File: src/rtl/lcts_pkg.sv
`timescale 1ns / 1ps
`default_nettype none

package lcts_pkg;

  localparam int TIME_BITS     = 48;
  localparam int UNIT_BITS     = 32;
  localparam int CYCLE_BITS    = 16;
  localparam int LEAP_LEN_BITS = 32;
  localparam int COUNT_BITS    = 16;
  localparam int INDEX_BITS    = 32;
  localparam int CFG_DATA_BITS = 32;
  localparam int CFG_INDEX_BITS = 2;

  // leap extra is leap_unit_length * leap_count
  localparam int EXTRA_BITS = LEAP_LEN_BITS + COUNT_BITS;
  // full cycle length: cycle * unit length + extra
  localparam int FULL_BITS  = EXTRA_BITS + 1;

  typedef enum logic [CFG_INDEX_BITS-1:0] {
    REG_UNIT_LENGTH      = 2'd0,
    REG_LEAP_CYCLE       = 2'd1,
    REG_LEAP_UNIT_LENGTH = 2'd2,
    REG_LEAP_COUNT       = 2'd3
  } cfg_reg_t;

  typedef enum logic {
    OP_SPLIT   = 1'b0,
    OP_COMPOSE = 1'b1
  } opcode_t;

  typedef struct packed {
    logic                  opcode;
    logic [TIME_BITS-1:0]  time_value;
    logic [INDEX_BITS-1:0] unit_count;
  } in_word_t;

  typedef struct packed {
    logic [TIME_BITS-1:0]  boundary_time;
    logic [INDEX_BITS-1:0] unit_index;
    logic                  in_leap_unit;
  } out_word_t;

endpackage

`default_nettype wire

File: src/rtl/leap_cycle_time_split.sv
`timescale 1ns / 1ps
`default_nettype none

// Splits a tick count into leap-cycle units (start time, unit index, leap flag) or composes
// a unit count into ticks. One word is processed at a time. Let D be the larger of
// TIME_BITS and 32. A 16-step shift-add pass builds the cycle length, a radix-2 restoring
// divider takes D steps, a 16-step divider finds the unit inside the cycle (only for a
// split that lands in an ordinary unit), and a D-step shift-add pass forms the start
// time and index. A result still waiting to be read holds the finished word in its
// last step. The next word is taken the cycle after the result enters the output register,
// even before it is read. The user must write the registers only while no word is in
// flight; the block itself does not enforce this.

module leap_cycle_time_split (
  input  wire logic                                clk,
  input  wire logic                                rst,
  input  wire logic                                cfg_write,
  input  wire logic [lcts_pkg::CFG_INDEX_BITS-1:0] cfg_index,
  input  wire logic [lcts_pkg::CFG_DATA_BITS-1:0]  cfg_data,
  input  wire logic                                in_valid,
  output logic                                     in_ready,
  input  wire lcts_pkg::in_word_t                  in_word,
  output logic                                     out_valid,
  input  wire logic                                out_ready,
  output lcts_pkg::out_word_t                      out_word
);

  localparam int TB         = lcts_pkg::TIME_BITS;
  localparam int UB         = lcts_pkg::UNIT_BITS;
  localparam int CB         = lcts_pkg::CYCLE_BITS;
  localparam int EB         = lcts_pkg::EXTRA_BITS;
  localparam int FB         = lcts_pkg::FULL_BITS;
  localparam int IB         = lcts_pkg::INDEX_BITS;
  localparam int DIV_BITS   = (TB > IB) ? TB : IB;
  localparam int WIDE_BITS  = (TB > FB) ? TB : FB;
  localparam int CNT_BITS   = $clog2(DIV_BITS);

  typedef enum logic [8:0] {
    ST_IDLE   = 9'b000000001,
    ST_PREP   = 9'b000000010,
    ST_SETUP  = 9'b000000100,
    ST_DIV    = 9'b000001000,
    ST_LOAD   = 9'b000010000,
    ST_WITHIN = 9'b000100000,
    ST_ARM    = 9'b001000000,
    ST_MUL    = 9'b010000000,
    ST_FIN    = 9'b100000000
  } state_t;

  state_t state;

  logic [UB-1:0] unit_length;
  logic [CB-1:0] cycle_units;
  logic [lcts_pkg::LEAP_LEN_BITS-1:0] leap_unit_length;
  logic [lcts_pkg::COUNT_BITS-1:0]    leap_count;

  logic [UB-1:0] len_c;
  logic [CB-1:0] cyc_c;
  logic [lcts_pkg::COUNT_BITS-1:0] lc_c;

  logic          op;
  logic          tzero;
  logic          leap;
  logic [IB-1:0] count;
  logic [CNT_BITS-1:0] cnt;

  logic [lcts_pkg::COUNT_BITS-1:0] pa_x;
  logic [EB-1:0] pa_y;
  logic [EB-1:0] extra;
  logic [CB-1:0] pb_x;
  logic [EB-1:0] pb_y;
  logic [EB-1:0] cl;
  logic [EB-1:0] ord;

  logic [FB-1:0]       div_d;
  logic [FB-1:0]       rem;
  logic [DIV_BITS-1:0] quo;
  logic [FB:0]         div_shift;
  logic [FB:0]         div_trial;

  logic [UB-1:0] wrem;
  logic [CB-1:0] wq;
  logic [UB:0]   w_shift;
  logic [UB:0]   w_trial;

  logic [TB-1:0] ma;
  logic [IB-1:0] mb_x;
  logic [TB-1:0] mb_y;
  logic [IB-1:0] mc;
  logic [TB-1:0] acc_a;
  logic [TB-1:0] acc_b;
  logic [IB-1:0] acc_c;

  logic [WIDE_BITS-1:0] ma_src;
  logic [WIDE_BITS-1:0] len_wide;
  logic                 fin_go;
  lcts_pkg::out_word_t  result;

  // zero register values behave as one
  assign len_c = (unit_length == '0) ? UB'(1) : unit_length;
  assign cyc_c = (cycle_units == '0) ? CB'(1) : cycle_units;
  assign lc_c  = (leap_count == '0) ? lcts_pkg::COUNT_BITS'(1) : leap_count;

  assign in_ready = (state == ST_IDLE);

  assign div_shift = {rem, quo[DIV_BITS-1]};
  assign div_trial = div_shift - {1'b0, div_d};
  assign w_shift   = {wrem, wq[CB-1]};
  assign w_trial   = w_shift - {1'b0, len_c};

  assign ma_src   = op ? WIDE_BITS'(extra) : WIDE_BITS'(div_d);
  assign len_wide = WIDE_BITS'(len_c);

  assign fin_go = (state == ST_FIN) && (!out_valid || out_ready);

  always_comb begin
    result.boundary_time = acc_a + acc_b;
    result.unit_index    = acc_c + IB'(wq);
    result.in_leap_unit  = leap;
    if (op == lcts_pkg::OP_COMPOSE) begin
      result.unit_index   = count;
      result.in_leap_unit = 1'b0;
    end else if (tzero) begin
      result.boundary_time = '0;
      result.unit_index    = '0;
      result.in_leap_unit  = (cyc_c == CB'(1));
    end
  end

  // register file
  always_ff @(posedge clk) begin
    if (rst) begin
      unit_length      <= UB'(1);
      cycle_units      <= CB'(1);
      leap_unit_length <= '0;
      leap_count       <= lcts_pkg::COUNT_BITS'(1);
    end else if (cfg_write) begin
      case (cfg_index)
        lcts_pkg::REG_UNIT_LENGTH:      unit_length      <= cfg_data[UB-1:0];
        lcts_pkg::REG_LEAP_CYCLE:       cycle_units      <= cfg_data[CB-1:0];
        lcts_pkg::REG_LEAP_UNIT_LENGTH: leap_unit_length <= cfg_data;
        lcts_pkg::REG_LEAP_COUNT:       leap_count       <= cfg_data[lcts_pkg::COUNT_BITS-1:0];
        default: ;
      endcase
    end
  end

  // control
  always_ff @(posedge clk) begin
    if (rst) begin
      state     <= ST_IDLE;
      out_valid <= 1'b0;
    end else begin
      if (fin_go) begin
        out_valid <= 1'b1;
      end else if (out_valid && out_ready) begin
        out_valid <= 1'b0;
      end
      case (state)
        ST_IDLE: begin
          if (in_valid) begin
            state <= ST_PREP;
          end
        end
        ST_PREP: begin
          if (cnt == CNT_BITS'(CB - 1)) begin
            state <= ST_SETUP;
          end
        end
        ST_SETUP: state <= ST_DIV;
        ST_DIV: begin
          if (cnt == CNT_BITS'(DIV_BITS - 1)) begin
            state <= ST_LOAD;
          end
        end
        ST_LOAD: begin
          if (op == lcts_pkg::OP_SPLIT && rem < FB'(ord)) begin
            state <= ST_WITHIN;
          end else begin
            state <= ST_ARM;
          end
        end
        ST_WITHIN: begin
          if (cnt == CNT_BITS'(CB - 1)) begin
            state <= ST_ARM;
          end
        end
        ST_ARM: state <= ST_MUL;
        ST_MUL: begin
          if (cnt == CNT_BITS'(DIV_BITS - 1)) begin
            state <= ST_FIN;
          end
        end
        ST_FIN: begin
          if (fin_go) begin
            state <= ST_IDLE;
          end
        end
        default: state <= ST_IDLE;
      endcase
    end
  end

  // datapath
  always_ff @(posedge clk) begin
    case (state)
      ST_IDLE: begin
        op    <= in_word.opcode;
        tzero <= (in_word.time_value == '0);
        count <= in_word.unit_count;
        if (in_word.opcode == lcts_pkg::OP_COMPOSE) begin
          quo <= DIV_BITS'(in_word.unit_count);
        end else begin
          quo <= DIV_BITS'(in_word.time_value) - DIV_BITS'(1);
        end
        cnt   <= '0;
        pa_x  <= lc_c;
        pa_y  <= EB'(leap_unit_length);
        extra <= '0;
        pb_x  <= cyc_c;
        pb_y  <= EB'(len_c);
        cl    <= '0;
      end
      ST_PREP: begin
        if (pa_x[0]) begin
          extra <= extra + pa_y;
        end
        if (pb_x[0]) begin
          cl <= cl + pb_y;
        end
        pa_x <= pa_x >> 1;
        pa_y <= pa_y << 1;
        pb_x <= pb_x >> 1;
        pb_y <= pb_y << 1;
        cnt  <= cnt + CNT_BITS'(1);
      end
      ST_SETUP: begin
        if (op == lcts_pkg::OP_COMPOSE) begin
          div_d <= FB'(cyc_c);
        end else begin
          div_d <= FB'(cl) + FB'(extra);
        end
        ord <= cl - EB'(len_c);
        rem <= '0;
        cnt <= '0;
      end
      ST_DIV: begin
        if (!div_trial[FB]) begin
          rem <= div_trial[FB-1:0];
        end else begin
          rem <= div_shift[FB-1:0];
        end
        quo <= {quo[DIV_BITS-2:0], ~div_trial[FB]};
        cnt <= cnt + CNT_BITS'(1);
      end
      ST_LOAD: begin
        cnt  <= '0;
        wrem <= rem[UB+CB-1:CB];
        if (op == lcts_pkg::OP_COMPOSE) begin
          wq   <= '0;
          leap <= 1'b0;
        end else if (rem < FB'(ord)) begin
          wq   <= rem[CB-1:0];
          leap <= 1'b0;
        end else begin
          wq   <= cyc_c - CB'(1);
          leap <= 1'b1;
        end
      end
      ST_WITHIN: begin
        if (!w_trial[UB]) begin
          wrem <= w_trial[UB-1:0];
        end else begin
          wrem <= w_shift[UB-1:0];
        end
        wq  <= {wq[CB-2:0], ~w_trial[UB]};
        cnt <= cnt + CNT_BITS'(1);
      end
      ST_ARM: begin
        cnt   <= '0;
        ma    <= ma_src[TB-1:0];
        mb_x  <= (op == lcts_pkg::OP_COMPOSE) ? count : IB'(wq);
        mb_y  <= len_wide[TB-1:0];
        mc    <= IB'(cyc_c);
        acc_a <= '0;
        acc_b <= '0;
        acc_c <= '0;
      end
      ST_MUL: begin
        if (quo[0]) begin
          acc_a <= acc_a + ma;
          acc_c <= acc_c + mc;
        end
        if (mb_x[0]) begin
          acc_b <= acc_b + mb_y;
        end
        quo  <= quo >> 1;
        ma   <= ma << 1;
        mc   <= mc << 1;
        mb_x <= mb_x >> 1;
        mb_y <= mb_y << 1;
        cnt  <= cnt + CNT_BITS'(1);
      end
      ST_FIN: begin
        if (fin_go) begin
          out_word <= result;
        end
      end
      default: ;
    endcase
  end

  a_start_prep: assert property (@(posedge clk) disable iff (rst)
    in_valid && in_ready |=> state == ST_PREP)
    else $error("accepted word did not start the length pass");

  a_div_nonzero: assert property (@(posedge clk) disable iff (rst)
    state == ST_DIV |-> div_d != '0)
    else $error("divider running with zero divisor");

  a_within_bound: assert property (@(posedge clk) disable iff (rst)
    state == ST_WITHIN |-> wrem < len_c)
    else $error("unit divider remainder out of range");

  a_compose_flag: assert property (@(posedge clk) disable iff (rst)
    fin_go && op == lcts_pkg::OP_COMPOSE |=> out_valid && !out_word.in_leap_unit)
    else $error("compose result carries leap flag");

endmodule

`default_nettype wire
File: config.mk
export PLATFORM = sky130hd
export DESIGN_NAME = leap_cycle_time_split
export DESIGN_NICKNAME = d
export VERILOG_FILES = /design/src/rtl/lcts_pkg.sv /design/src/rtl/leap_cycle_time_split.sv
export SDC_FILE = /design/constraint.sdc
export NUM_CORES = 2
export LEC_CHECK = 0
export BUFFER_PORTS_ARGS = -buffer_cell sky130_fd_sc_hd__clkbuf_2
export CAP_MARGIN = 10
export CORE_MARGIN = 2
export CORE_UTILIZATION = 48
export CTS_CLUSTER_DIAMETER = 30
export CTS_CLUSTER_SIZE = 28
export DETAILED_ROUTE_END_ITERATION = 8
export PLACE_DENSITY_LB_ADDON = 0.12
export SYNTH_ARGS = -nofsm -noshare
export SYNTH_HDL_FRONTEND = slang
export SYNTH_SLANG_ARGS = --single-unit
File: constraint.sdc
create_clock -name clk -period 10.06 [get_ports clk]
set_input_delay 1.006 -clock clk [delete_from_list [all_inputs] [get_ports clk]]
set_output_delay 1.006 -clock clk [all_outputs]
set_load 0.01 [all_outputs]
==> impl_metrics.json <==
{
  "status": "finished, final reports clean",
  "die_area_mm2": 0.1372,
  "wl_per_cell_um": 21.63,
  "dp_slack_ns": 5.345,
  "syn_to_final_growth_pct": 17.71,
  "setup-tns-final_ns": 0,
  "cts_resized": 0,
  "final_core_util": 0.5690,
  "critical_path.most_common_cell": "o21ai_0",
  "synth_warnings": 0,
  "viasPerCell": 5.844,
  "powerDensity_mw_per_mm2": 265.8,
  "grt_usage": 0.2817,
  "synth.distinct_cells": 99,
  "fin_area_mm2": 0.07584,
  "slew_headroom": 0.2546,
  "grt_pass1_wl_um": 296300,
  "synth_nets": 7456,
  "port_buffers": 202,
  "die_h_um": 370.4,
  "antenna_found_initial": 5,
  "clk_pin_slew_ns": 0.05,
  "cp.required_ns": 10.63,
  "postCtsHoldBufs": 0,
  "root_buffer": "clkbuf_16",
  "n_fill_cell": 11720,
  "ys_ff_latch": 982,
  "grt_max_degree": 131,
  "tightest_slew_ns": 1.115,
  "synth.top_cell.area_share": 0.4082,
  "reg2regPathDepth": 18,
  "end_kind": "flop",
  "floorplan.initialDensity": 0.4834,
  "hold_path_depth": 1,
  "synthTopCellsByArea": "edfxtp_1, ha_1, nand2_1",
  "final_max_slew_viol_count": 0,
  "antenna_left": 0,
  "min_path_type": "input pin to flop",
  "gr-total-overflow": 0,
  "layout_setup_ws_ns": 5.186,
  "die_w_um": 370.4,
  "layout_commonest_cell": "nand2_1",
  "cts_buffer_depth": 3,
  "numCtsBuffers": 241,
  "dr.pass1.iters": 7,
  "layout-drive-gt1-share": 0.1041,
  "clock_latency_ns": 0.88,
  "hold_viol_final": 0,
  "max_freq_mhz": 205.2,
  "drtIter0Drc": 4596,
  "path_cells": "nor4_1, nand4_1, nor2_1, nor2_1, inv_1, ha_1, fa_1, nor2b_1, o21ai_0, a21boi_0, o21ai_0, a21boi_0, o211ai_1, a31oi_1, o21ai_0, a21oi_1, a21oi_1, xor2_1",
  "setup_viol_count_final": 0,
  "syn_avg_cell_area_um2": 9.433,
  "grt_pass1_vias": 50520,
  "h-tree-depth": 4,
  "holdCritStartpoint": "in_word[9]",
  "worstSetupStartpointType": "flop",
  "ioPinCount": 203,
  "ys_async_sr_fraction": 0,
  "placed_area_mm2": 0.06715,
  "post_cts_buffers": 0,
  "r2r_start": "unit_length[1]",
  "fin_crit_ns": 4.874,
  "fp-row-count": 134,
  "arrival_ns": 5.44,
  "vdd_drop_max_mv": 0.2718,
  "max_stage_delay_ns": 0.63,
  "synth-seq-area-share": 0.4412,
  "crit_fanout": 5,
  "drc": 0,
  "vias": 52870,
  "ys.flop_type": "edfxtp_1",
  "core_area_mm2": 0.1333,
  "dp_hpwl_um": 147900,
  "leakagePower_nw": 30.31,
  "crit_start": "unit_length[1]",
  "gp_congestion": 0.9626,
  "cts_tree": "yes",
  "power_mw": 20.16,
  "finalCritPeriodShare": 0.4845,
  "synth_edf_count": 876,
  "maxCapViolCount": 0,
  "synth_cells": 6831,
  "cts.sinks": 982,
  "yosys.area.top_type": "edfxtp_1",
  "final_cell_mix": "nand2_1, edfxtp_1, nor2_1, a21oi_1, ha_1",
  "syn-cell-area_mm2": 0.06443,
  "rsz0062_at_grt": "no",
  "fin_skew_ns": 0.06636,
  "drt_wl_total_um": 195700,
  "crit_type": "flop to flop",
  "final_nets": 7684,
  "cp_slowest_cell": "a21boi_0"
}
[worst paths after layout]
kind                         endpoint  slack (ns)
hold reg to reg   leap_unit_length[2]        0.45
setup reg to reg              ord[44]        5.19
setup / recovery              ord[44]        5.19
hold / removal               count[9]        0.34
[kinds of logic after synthesis]
kind of cell               after synthesis  share of synthesized area
AOI/OAI and AO/OA                     1879                     0.1806
xor gates and xnor gates               460                    0.06264
adders and majority gates              505                    0.09934
buffers and inverters                  563                    0.03342
DFF                                    982                     0.4412
muxes                                  121                    0.01895
and+or+nand+nor                       2321                     0.1639
[layout make-up]
cell class | instances | area (um^2) | area share
flip-flops and latches | 982 | 28430 | 0.3748
diodes | 1 | 2.502 | 0.00003299
clock inverters | 193 | 2445 | 0.03224
well taps | 1768 | 2212 | 0.02917
repair buffers | 263 | 1484 | 0.01957
multi-input cells | 5286 | 33950 | 0.4477
inverters | 285 | 1072 | 0.01414
clock buffers | 269 | 6248 | 0.08239
[flip-flops by register name, indices dropped and copies added (netlist names), 32 cells and up]
register and cells:
out_word 81, div_d 49, rem 49, acc_a 48, acc_b 48, cl 48, extra 48, ma 48
mb_y 48, ord 48, pa_y 48, pb_y 48, quo 48, acc_c 32, count 32, leap_unit_length 32
mb_x 32, mc 32, unit_length 32, wrem 32
[through the flow]
stage                     std cells  hold WS (ns)
after floorplan                6831        0.4317
final                          9047        0.3404
after global placement         8584        0.4392
after global routing           9046        0.3235
after CTS                      9046        0.2907
after detailed placement       8584        0.4486
[per-layer routing]
| metal | track usage | vias to the layer above | wire length, um |
|---|---|---|---|
| met2 | 0.4287 | 1806 | 85440 |
| li1 | - | 25400 | - |
| met3 | 0.04637 | 304 | 14950 |
| met1 | 0.4072 | 25360 | 89820 |
| met5 | 0 | - | 13 |
| met4 | 0.09209 | 2 | 5500 |
[critical path, delay by kind of cell, from the launching register on]
kind,cells,cell delay (ns)
flip-flops,1,0.49
adder cells (fa/ha/maj),2,0.67
XOR/XNOR,1,0.16
AND/OR/NAND/NOR,5,0.74
buffers and inverters,1,0.13
AO/OA/AOI/OAI,9,2.36
[synth_stat cells (17+ instances only)]
cell,n
or2_2,22
a21o_1,263
nor2_1,627
nand4_1,79
nor3_1,92
dfxtp_1,106
and3_1,56
and2_1,105
a211oi_1,38
ha_1,494
nor2b_1,73
clkbuf_1,257
nor4_1,40
inv_1,284
nand2_1,930
nand3_1,103
a21oi_1,599
mux2i_1,116
o211ai_1,38
o21a_1,47
xor2_1,207
xnor2_1,252
o31ai_1,45
nor3b_1,21
nand2b_1,71
or3_1,40
a31oi_1,63
edfxtp_1,876
o21bai_1,70
a211o_1,17
a22oi_1,48
o21ai_0,478
[where the power goes]
| part | total [mW] | internal, mW | switching, mW | leakage [nW] |
|---|---|---|---|---|
| Clock | 8.11 | 5.46 | 2.65 | 4.13 |
| Combinational | 5.83 | 2.06 | 3.76 | 17.1 |
| Sequential | 6.22 | 5.56 | 0.666 | 9.10 |
Power figures use the tool's default switching activity.
